$ cat config.mk
export PLATFORM = sky130hd
export DESIGN_NAME = sha256_message_hasher
export DESIGN_NICKNAME = d
export VERILOG_FILES = /design/src/rtl/sha256_pkg.sv /design/src/rtl/sha256_dp.sv /design/src/rtl/sha256_ctrl.sv /design/src/rtl/sha256_message_hasher.sv
export SDC_FILE = /design/constraint.sdc
export NUM_CORES = 2
export LEC_CHECK = 0
export ABC_AREA = 0
export BUFFER_PORTS_ARGS = -buffer_cell sky130_fd_sc_hd__buf_4
export CAP_MARGIN = 20
export CORE_MARGIN = 1
export CORE_UTILIZATION = 29
export CTS_CLUSTER_SIZE = 14
export DETAILED_ROUTE_END_ITERATION = 7
export MAX_ROUTING_LAYER = met4
export PLACE_DENSITY = 0.44
export SYNTH_ARGS = -nofsm -noshare
export SYNTH_HDL_FRONTEND = slang
export SYNTH_SLANG_ARGS = --single-unit
export TNS_END_PERCENT = 10
$ cat constraint.sdc
create_clock -name clk -period 22.1 [get_ports clk]
set_clock_uncertainty 0.05 [all_clocks]
set_input_delay 2.21 -clock clk [delete_from_list [all_inputs] [get_ports clk]]
set_output_delay 2.21 -clock clk [all_outputs]
set_load 0.01 [all_outputs]
$ cat src/rtl/sha256_pkg.sv
package sha256_pkg;

	typedef enum logic [1:0] {
		SRC_IN,
		SRC_HELD,
		SRC_PAD,
		SRC_ZERO
	} src_sel_t;

	typedef struct packed {
		logic       take;
		logic       ins;
		src_sel_t   src;
		logic [2:0] nbytes;
		logic       write_len;
		logic       load_work;
		logic       round;
		logic [5:0] rnd;
		logic       update;
		logic       last_blk;
	} sha_cmd_t;

	typedef struct packed {
		logic [5:0] fill;
		logic       out_busy;
	} sha_sts_t;

	localparam logic [2:0]  MAX_BYTES = 3'd4;
	localparam logic [31:0] PAD_WORD  = 32'h8000_0000;
	localparam logic [5:0]  LEN_FILL  = 6'd56;
	localparam logic [5:0]  LAST_ROUND = 6'd63;

	localparam logic [31:0] HASH_IV [8] = '{
		32'h6a09e667, 32'hbb67ae85, 32'h3c6ef372, 32'ha54ff53a,
		32'h510e527f, 32'h9b05688c, 32'h1f83d9ab, 32'h5be0cd19
	};

	function automatic logic [2:0] clamp_count(input logic [2:0] b);
		return (b > MAX_BYTES) ? MAX_BYTES : b;
	endfunction

	function automatic logic [31:0] rotr(input logic [31:0] x, input int unsigned n);
		return (x >> n) | (x << (32 - n));
	endfunction

	function automatic logic [31:0] big_sig0(input logic [31:0] x);
		return rotr(x, 2) ^ rotr(x, 13) ^ rotr(x, 22);
	endfunction

	function automatic logic [31:0] big_sig1(input logic [31:0] x);
		return rotr(x, 6) ^ rotr(x, 11) ^ rotr(x, 25);
	endfunction

	function automatic logic [31:0] sml_sig0(input logic [31:0] x);
		return rotr(x, 7) ^ rotr(x, 18) ^ (x >> 3);
	endfunction

	function automatic logic [31:0] sml_sig1(input logic [31:0] x);
		return rotr(x, 17) ^ rotr(x, 19) ^ (x >> 10);
	endfunction

	function automatic logic [31:0] round_k(input logic [5:0] t);
		logic [31:0] k;
		unique case (t)
			6'd0:  k = 32'h428a2f98; 6'd1:  k = 32'h71374491;
			6'd2:  k = 32'hb5c0fbcf; 6'd3:  k = 32'he9b5dba5;
			6'd4:  k = 32'h3956c25b; 6'd5:  k = 32'h59f111f1;
			6'd6:  k = 32'h923f82a4; 6'd7:  k = 32'hab1c5ed5;
			6'd8:  k = 32'hd807aa98; 6'd9:  k = 32'h12835b01;
			6'd10: k = 32'h243185be; 6'd11: k = 32'h550c7dc3;
			6'd12: k = 32'h72be5d74; 6'd13: k = 32'h80deb1fe;
			6'd14: k = 32'h9bdc06a7; 6'd15: k = 32'hc19bf174;
			6'd16: k = 32'he49b69c1; 6'd17: k = 32'hefbe4786;
			6'd18: k = 32'h0fc19dc6; 6'd19: k = 32'h240ca1cc;
			6'd20: k = 32'h2de92c6f; 6'd21: k = 32'h4a7484aa;
			6'd22: k = 32'h5cb0a9dc; 6'd23: k = 32'h76f988da;
			6'd24: k = 32'h983e5152; 6'd25: k = 32'ha831c66d;
			6'd26: k = 32'hb00327c8; 6'd27: k = 32'hbf597fc7;
			6'd28: k = 32'hc6e00bf3; 6'd29: k = 32'hd5a79147;
			6'd30: k = 32'h06ca6351; 6'd31: k = 32'h14292967;
			6'd32: k = 32'h27b70a85; 6'd33: k = 32'h2e1b2138;
			6'd34: k = 32'h4d2c6dfc; 6'd35: k = 32'h53380d13;
			6'd36: k = 32'h650a7354; 6'd37: k = 32'h766a0abb;
			6'd38: k = 32'h81c2c92e; 6'd39: k = 32'h92722c85;
			6'd40: k = 32'ha2bfe8a1; 6'd41: k = 32'ha81a664b;
			6'd42: k = 32'hc24b8b70; 6'd43: k = 32'hc76c51a3;
			6'd44: k = 32'hd192e819; 6'd45: k = 32'hd6990624;
			6'd46: k = 32'hf40e3585; 6'd47: k = 32'h106aa070;
			6'd48: k = 32'h19a4c116; 6'd49: k = 32'h1e376c08;
			6'd50: k = 32'h2748774c; 6'd51: k = 32'h34b0bcb5;
			6'd52: k = 32'h391c0cb3; 6'd53: k = 32'h4ed8aa4a;
			6'd54: k = 32'h5b9cca4f; 6'd55: k = 32'h682e6ff3;
			6'd56: k = 32'h748f82ee; 6'd57: k = 32'h78a5636f;
			6'd58: k = 32'h84c87814; 6'd59: k = 32'h8cc70208;
			6'd60: k = 32'h90befffa; 6'd61: k = 32'ha4506ceb;
			6'd62: k = 32'hbef9a3f7; 6'd63: k = 32'hc67178f2;
		endcase
		return k;
	endfunction

endpackage

$ cat src/rtl/sha256_dp.sv
module sha256_dp (
	input  logic                 clk,
	input  logic                 arst_n,
	input  sha256_pkg::sha_cmd_t cmd,
	input  logic [31:0]          message_word,
	input  logic [2:0]           bytes_valid,
	output sha256_pkg::sha_sts_t sts,
	output logic                 dig_valid,
	input  logic                 dig_stall,
	output logic [31:0]          digest_word,
	output logic [2:0]           word_index,
	output logic                 last_word
);
	import sha256_pkg::*;

	logic [31:0] blk_q [16];
	logic [31:0] work_q [8];
	logic [31:0] hash_q [8];
	logic [31:0] dig_q [8];
	logic [31:0] word_q;
	logic [63:0] bit_q;
	logic [5:0]  fill_q;
	logic [2:0]  dcnt_q;
	logic        dvalid_q;

	logic [31:0] src_word;
	logic [31:0] word_nx;
	logic        byte_we [64];
	logic [7:0]  byte_val [64];
	logic [31:0] sched_new;
	logic [31:0] t1;
	logic [31:0] t2;
	logic [31:0] ch;
	logic [31:0] maj;
	logic        dig_xfer;

	always_comb begin
		logic [5:0] off;
		unique case (cmd.src)
			SRC_IN:   src_word = message_word;
			SRC_HELD: src_word = word_q;
			SRC_PAD:  src_word = PAD_WORD;
			SRC_ZERO: src_word = '0;
		endcase
		word_nx = src_word << {cmd.nbytes, 3'b000};
		// byte p of the block takes source byte p - fill when that falls inside the insert
		for (int p = 0; p < 64; p++) begin
			off = 6'(p) - fill_q;
			byte_we[p] = cmd.ins && (off < {3'b000, cmd.nbytes});
			byte_val[p] = src_word[{~off[1:0], 3'b000} +: 8];
		end
	end

	always_comb begin
		sched_new = sml_sig1(blk_q[14]) + blk_q[9] + sml_sig0(blk_q[1]) + blk_q[0];
		ch  = (work_q[4] & work_q[5]) ^ (~work_q[4] & work_q[6]);
		maj = (work_q[0] & work_q[1]) ^ (work_q[0] & work_q[2]) ^ (work_q[1] & work_q[2]);
		t1  = work_q[7] + big_sig1(work_q[4]) + ch + round_k(cmd.rnd) + blk_q[0];
		t2  = big_sig0(work_q[0]) + maj;
	end

	// block buffer doubles as the message schedule window during rounds
	always_ff @(posedge clk) begin
		if (cmd.round) begin
			for (int i = 0; i < 15; i++)
				blk_q[i] <= blk_q[i + 1];
			blk_q[15] <= sched_new;
		end else if (cmd.write_len) begin
			blk_q[14] <= bit_q[63:32];
			blk_q[15] <= bit_q[31:0];
		end else begin
			for (int p = 0; p < 64; p++)
				if (byte_we[p])
					blk_q[4'(p >> 2)][8 * (3 - (p & 3)) +: 8] <= byte_val[p];
		end
	end

	always_ff @(posedge clk) begin
		if (cmd.ins)
			word_q <= word_nx;
		if (cmd.load_work) begin
			for (int i = 0; i < 8; i++)
				work_q[i] <= hash_q[i];
		end else if (cmd.round) begin
			work_q[7] <= work_q[6];
			work_q[6] <= work_q[5];
			work_q[5] <= work_q[4];
			work_q[4] <= work_q[3] + t1;
			work_q[3] <= work_q[2];
			work_q[2] <= work_q[1];
			work_q[1] <= work_q[0];
			work_q[0] <= t1 + t2;
		end
		if (cmd.update && cmd.last_blk) begin
			for (int i = 0; i < 8; i++)
				dig_q[i] <= hash_q[i] + work_q[i];
		end else if (dig_xfer) begin
			for (int i = 0; i < 7; i++)
				dig_q[i] <= dig_q[i + 1];
		end
	end

	assign dig_xfer = dvalid_q && !dig_stall;

	always_ff @(posedge clk or negedge arst_n) begin
		if (!arst_n) begin
			for (int i = 0; i < 8; i++)
				hash_q[i] <= HASH_IV[i];
			bit_q    <= '0;
			fill_q   <= '0;
			dcnt_q   <= '0;
			dvalid_q <= 1'b0;
		end else begin
			if (cmd.update) begin
				for (int i = 0; i < 8; i++)
					hash_q[i] <= cmd.last_blk ? HASH_IV[i] : hash_q[i] + work_q[i];
			end
			if (cmd.take)
				bit_q <= bit_q + 64'({clamp_count(bytes_valid), 3'b000});
			else if (cmd.update && cmd.last_blk)
				bit_q <= '0;
			if (cmd.write_len)
				fill_q <= '0;
			else if (cmd.ins)
				fill_q <= fill_q + 6'(cmd.nbytes);
			if (cmd.update && cmd.last_blk) begin
				dvalid_q <= 1'b1;
				dcnt_q   <= '0;
			end else if (dig_xfer) begin
				dcnt_q <= dcnt_q + 3'd1;
				if (dcnt_q == 3'd7)
					dvalid_q <= 1'b0;
			end
		end
	end

	assign sts.fill     = fill_q;
	assign sts.out_busy = dvalid_q;
	assign dig_valid    = dvalid_q;
	assign digest_word  = dig_q[0];
	assign word_index   = dcnt_q;
	assign last_word    = (dcnt_q == 3'd7);

endmodule

$ cat src/rtl/sha256_ctrl.sv
module sha256_ctrl (
	input  logic                 clk,
	input  logic                 arst_n,
	input  logic                 msg_valid,
	output logic                 msg_stall,
	input  logic [2:0]           bytes_valid,
	input  logic                 is_last,
	input  sha256_pkg::sha_sts_t sts,
	output sha256_pkg::sha_cmd_t cmd
);
	import sha256_pkg::*;

	typedef enum logic [1:0] {
		ST_IDLE,
		ST_FEED,
		ST_ROUND,
		ST_UPDATE
	} state_t;

	state_t     state_q, state_d;
	logic [2:0] left_q, left_d;
	logic       last_q, last_d;
	logic       pad_q, pad_d;
	logic       fin_q, fin_d;
	logic [5:0] rnd_q, rnd_d;

	logic [6:0] fill7;
	logic [6:0] room;
	logic [6:0] zroom;
	logic [2:0] cnt;
	logic [2:0] avail;
	logic [2:0] n_data;
	logic [2:0] n_zero;
	logic       wrap_data;
	logic       wrap_zero;
	logic       wrap_pad;

	always_comb begin
		fill7     = {1'b0, sts.fill};
		room      = 7'd64 - fill7;
		zroom     = ((sts.fill < LEN_FILL) ? 7'd56 : 7'd64) - fill7;
		cnt       = clamp_count(bytes_valid);
		avail     = (state_q == ST_IDLE) ? cnt : left_q;
		// never cross the block end in one insert; the rest follows after compression
		n_data    = ({4'b0000, avail} > room) ? room[2:0] : avail;
		n_zero    = (zroom > 7'({MAX_BYTES})) ? MAX_BYTES : zroom[2:0];
		wrap_data = (fill7 + {4'b0000, n_data}) == 7'd64;
		wrap_zero = (fill7 + {4'b0000, n_zero}) == 7'd64;
		wrap_pad  = (sts.fill == 6'd63);
	end

	always_comb begin
		cmd     = '0;
		state_d = state_q;
		left_d  = left_q;
		last_d  = last_q;
		pad_d   = pad_q;
		fin_d   = fin_q;
		rnd_d   = rnd_q;
		unique case (state_q)
			ST_IDLE: begin
				if (msg_valid) begin
					cmd.take   = 1'b1;
					cmd.ins    = 1'b1;
					cmd.src    = SRC_IN;
					cmd.nbytes = n_data;
					left_d     = cnt - n_data;
					last_d     = is_last;
					pad_d      = 1'b0;
					fin_d      = 1'b0;
					if (wrap_data) begin
						cmd.load_work = 1'b1;
						state_d       = ST_ROUND;
					end else if (is_last) begin
						state_d = ST_FEED;
					end
				end
			end
			ST_FEED: begin
				priority if (left_q != 3'd0) begin
					cmd.ins    = 1'b1;
					cmd.src    = SRC_HELD;
					cmd.nbytes = n_data;
					left_d     = left_q - n_data;
					if (wrap_data) begin
						cmd.load_work = 1'b1;
						state_d       = ST_ROUND;
					end else if (!last_q) begin
						state_d = ST_IDLE;
					end
				end else if (!last_q) begin
					state_d = ST_IDLE;
				end else if (!pad_q) begin
					cmd.ins    = 1'b1;
					cmd.src    = SRC_PAD;
					cmd.nbytes = 3'd1;
					pad_d      = 1'b1;
					if (wrap_pad) begin
						cmd.load_work = 1'b1;
						state_d       = ST_ROUND;
					end
				end else if (sts.fill != LEN_FILL) begin
					cmd.ins    = 1'b1;
					cmd.src    = SRC_ZERO;
					cmd.nbytes = n_zero;
					if (wrap_zero) begin
						cmd.load_work = 1'b1;
						state_d       = ST_ROUND;
					end
				end else begin
					cmd.write_len = 1'b1;
					cmd.load_work = 1'b1;
					fin_d         = 1'b1;
					state_d       = ST_ROUND;
				end
			end
			ST_ROUND: begin
				cmd.round = 1'b1;
				cmd.rnd   = rnd_q;
				rnd_d     = rnd_q + 6'd1;
				if (rnd_q == LAST_ROUND)
					state_d = ST_UPDATE;
			end
			ST_UPDATE: begin
				// hold the final update until the digest buffer has drained
				if (!(fin_q && sts.out_busy)) begin
					cmd.update   = 1'b1;
					cmd.last_blk = fin_q;
					state_d      = fin_q ? ST_IDLE : ST_FEED;
				end
			end
		endcase
	end

	always_ff @(posedge clk or negedge arst_n) begin
		if (!arst_n) begin
			state_q <= ST_IDLE;
			left_q  <= '0;
			last_q  <= 1'b0;
			pad_q   <= 1'b0;
			fin_q   <= 1'b0;
			rnd_q   <= '0;
		end else begin
			state_q <= state_d;
			left_q  <= left_d;
			last_q  <= last_d;
			pad_q   <= pad_d;
			fin_q   <= fin_d;
			rnd_q   <= rnd_d;
		end
	end

	assign msg_stall = (state_q != ST_IDLE);

	a_digest_free: assert property (@(posedge clk) disable iff (!arst_n)
		(cmd.update && cmd.last_blk) |-> !sts.out_busy)
		else $error("digest buffer overwritten before drained");

	a_round_end: assert property (@(posedge clk) disable iff (!arst_n)
		(state_q == ST_ROUND && rnd_q == LAST_ROUND) |=> (state_q == ST_UPDATE))
		else $error("compression did not end after the last round");

	a_block_full: assert property (@(posedge clk) disable iff (!arst_n)
		cmd.load_work |=> (state_q == ST_ROUND && rnd_q == 6'd0))
		else $error("compression did not start at round zero");

	a_len_pos: assert property (@(posedge clk) disable iff (!arst_n)
		cmd.write_len |-> (sts.fill == LEN_FILL && pad_q))
		else $error("length written at wrong fill position");

endmodule

$ cat src/rtl/sha256_message_hasher.sv
// SHA-256 of a byte message. Send the message as big-endian words with up to four
// valid bytes each (first byte in bits 31..24); mark the final word with is_last.
// Short words are allowed anywhere and later bytes simply follow them. A word that
// fits in the current 64-byte block is accepted without a stall; a full block then
// holds input off through 64 rounds on the single round unit, the hash update
// and the placing of any held bytes. The end of a message pads up to four bytes
// a cycle and compresses one or two more blocks. The eight digest words leave
// from their own buffer, word 0 first, so the next message can start while they
// wait; a second digest is held back until that buffer has drained. The hash
// state returns to the standard initial value after every message.
module sha256_message_hasher (
	input  logic        clk,
	input  logic        arst_n,
	input  logic        msg_valid,
	output logic        msg_stall,
	input  logic [31:0] message_word,
	input  logic [2:0]  bytes_valid,
	input  logic        is_last,
	output logic        dig_valid,
	input  logic        dig_stall,
	output logic [31:0] digest_word,
	output logic [2:0]  word_index,
	output logic        last_word
);
	import sha256_pkg::*;

	sha_cmd_t cmd;
	sha_sts_t sts;

	sha256_ctrl u_ctrl (
		.clk         (clk),
		.arst_n      (arst_n),
		.msg_valid   (msg_valid),
		.msg_stall   (msg_stall),
		.bytes_valid (bytes_valid),
		.is_last     (is_last),
		.sts         (sts),
		.cmd         (cmd)
	);

	sha256_dp u_dp (
		.clk          (clk),
		.arst_n       (arst_n),
		.cmd          (cmd),
		.message_word (message_word),
		.bytes_valid  (bytes_valid),
		.sts          (sts),
		.dig_valid    (dig_valid),
		.dig_stall    (dig_stall),
		.digest_word  (digest_word),
		.word_index   (word_index),
		.last_word    (last_word)
	);

endmodule
==> out/summary.txt <==
worst endpoint data arrival time = 12.01 ns
initial antenna violation count = 7
Reg2Reg Setup Slack = 10.59 ns
Post-synth EDFFs = 1056
critical path's top delay family = compound AO/OA/AOI/OAI gates
Async S/R FF share, synth = 0.2441
Setup violations, final = 0
synth unique cells = 112
die footprint = 305900 µm²
final hold vios = 0
Critical path buffers and inverters = 4
Syn-to-layout area delta = 11.76%
Crit Path Category = reg -> reg
routed via count = 67880
max cap viols = 0
unrepaired setup endpoints after global routing = no
final RePlAce weighted congestion = 0.8986
Post-CTS Setup Bufs = 0
worst skew pair latency = 0.86 ns
achievable frequency = 86.91 MHz
drt total wl = 328400 µm
leading area contributor after synthesis = edfxtp_1
Syn Inst Count = 8909
fin cells = 12900
CTS Buf Count = 175
Yosys warnings = 0
GR Util All Layers = 0.2163
vias in the first global route = 68450
# hold bufs at CTS = 0
DRC viols = 0
Fin Setup TNS = 0 ns
Area contributors post-synth = edfxtp_1, nand2_1, ha_1
most common cell after layout, fill and taps aside = nand2_1
CP endpoint = u_dp.work_q[0][31]$_DFFE_PP_
Ports = 78
Post-Syn Area = 88060 µm²
largest net degree at the start of global routing = 150
slowest cell delay on critical path = 0.78 ns
CTS root buf = clkbuf_16
clk slew on worst S/H paths = 0.06 ns
Die X = 553.1 µm
Yosys reg bits = 1397
die height = 553.1 µm
crit end category = flip-flop
crit path time final = 11.51 ns
total grt overflow = 0
data required time of the worst path = 22.60 ns
RR Endpoint = u_dp.work_q[0][31]$_DFFE_PP_
fin. max-slew vios = 0
Rows = 201
syn avg cell area = 9.884 µm²
Critical Path Stages = 39
slew margin rel. = 0.2193
Crit Reg-Reg Startpoint = u_ctrl.state_q[1]$_DFFE_PN0P_
CP startpoint kind = flip-flop
critical path peak fanout = 25
Sink Count = 1397
Syn Nets = 9586
drt wl/cell = 25.46 µm
measured slew at the worst slew-check pin = 1.166 ns
dominant synthesized flop cell = edfxtp_1
Synth top area share = 0.3601
Final #Nets = 9470
Hold Crit Class = reg -> reg
vias per inst = 5.263
placed cells = 12570
CTS H-tree lvls = 4
Final Cell Area = 98420 µm²
PortBufs = 77
Final Core Density = 0.3269
CTS tree = built
Post-CTS Resized = 0
commonest non-fill, non-tap cells in the layout = nand2_1, edfxtp_1, o21ai_0, a21oi_1, nor2_1
global-route wire length before repair = 480200 µm
Slowest cell on crit path = dfrtp_1
Clock Tree Buf Depth = 4
dpl cell area = 92810 µm²
run status = finished, final reports clean
1st-pass router iterations = 6
core box area = 301000 µm²
Critical Path Source = u_ctrl.state_q[1]$_DFFE_PN0P_
share of cells above drive strength 1 = 0.08774
Tcrit/Tclk final = 0.5206
DP HPWL = 237500 µm
Worst R2R Path Depth = 39
Starting Density = 0.2925
sequential area share after synthesis = 0.4589
Crit path top cell by count = o21ai_0
DRT iter0 DRCs = 5423
Routed Antenna Nets = 0
-- routing by layer --
layer | global-route usage | wire (µm) | vias up
met5 | - | 0 | -
met4 | 0.07719 | 12860 | 0
met3 | 0.02137 | 12360 | 493
met2 | 0.3559 | 157000 | 1801
met1 | 0.2763 | 146200 | 34130
li1 | - | - | 31460
-- metrics by stage --
| step | hold WS, ns | setup slack [ns] |
|---|---|---|
| floorplan | 0.3996 | 10.90 |
| global placement | 0.4260 | 10.83 |
| detailed placement | 0.4421 | 10.77 |
| CTS | 0.4526 | 10.72 |
| global route | 0.4637 | 9.919 |
| finish | 0.4571 | 10.59 |
-- Yosys cell counts, drive strengths merged (35+ instances only) --
master and count:
nand2 1730, edfxtp 1056, o21ai 757, a21oi 574, nor2 526, xnor2 485, ha 437, clkbuf 400
inv 303, dfrtp 205, fa 200, a21o 187, o21a 178, xor2 161, nand3 147, dfstp 136
buf 114, nor3 96, o22a 90, a22o 88, mux2i 85, nor2b 67, nand2b 65, o21bai 57
mux2 55, a22oi 53, and3 50, a211oi 49, o211ai 48, a31oi 46, o31ai 43, nand4 37
a221o 35
-- flip-flops by register name, summed over array words and instances (netlist names) --
| register | count |
|---|---|
| u_ctrl.fin_q | 1 |
| u_ctrl.last_q | 1 |
| u_ctrl.left_q | 3 |
| u_ctrl.pad_q | 1 |
| u_ctrl.rnd_q | 6 |
| u_ctrl.state_q | 2 |
| u_dp.bit_q | 61 |
| u_dp.blk_q | 512 |
| u_dp.dig_q | 256 |
| u_dp.dig_valid | 1 |
| u_dp.fill_q | 6 |
| u_dp.hash_q | 256 |
| u_dp.word_index | 3 |
| u_dp.word_q | 32 |
| u_dp.work_q | 256 |
-- final cells by class --
cell class | count | area (µm²)
fill | 30710 | 202600
multi-input combinational | 6693 | 44580
sequential | 1397 | 40410
tap | 3958 | 4952
clock buffer | 240 | 4775
timing repair buffer | 221 | 1748
inverter | 305 | 1145
clock inverter | 79 | 788.3
antenna | 6 | 15.01
-- worst min-delay path, cell delays in order, from the launching register on --
cell and delay [ns]:
edfxtp_1 0.32, nand2_1 0.04, nand2_1 0.04
-- cell families (layout without fill, tap and decap cells) --
logic type / after synthesis / after routing / synth area share
other cells: 0 / 6 / 0
compound gates: 2390 / 2390 / 0.1733
fa+ha+maj: 658 / 658 / 0.1099
simple gates: 2847 / 2847 / 0.1366
xor+xnor: 647 / 647 / 0.06451
buf+inv: 819 / 845 / 0.03715
flops: 1397 / 1397 / 0.4589
mux: 151 / 151 / 0.01955
-- worst min path at each step --
stage                                      startpoint                          end  slack, ns  cells after the start
after global routing      u_dp.dig_q[0][80]$_DFFE_PP_  u_dp.dig_q[0][48]$_DFFE_PP_       0.46                      2
after floorplan            u_dp.bit_q[63]$_DFFE_PN0P_   u_dp.bit_q[63]$_DFFE_PN0P_       0.40                      1
after detailed placement  u_dp.dig_q[0][93]$_DFFE_PP_  u_dp.dig_q[0][61]$_DFFE_PP_       0.44                      2
after global placement     u_dp.bit_q[63]$_DFFE_PN0P_   u_dp.bit_q[63]$_DFFE_PN0P_       0.43                      1
final                     u_dp.dig_q[0][80]$_DFFE_PP_  u_dp.dig_q[0][48]$_DFFE_PP_       0.46                      2
after CTS                  u_dp.bit_q[63]$_DFFE_PN0P_   u_dp.bit_q[63]$_DFFE_PN0P_       0.45                      1
Power is not shown: default switching activity piles up to over one toggle a cycle in this logic, so the estimate is an artifact.
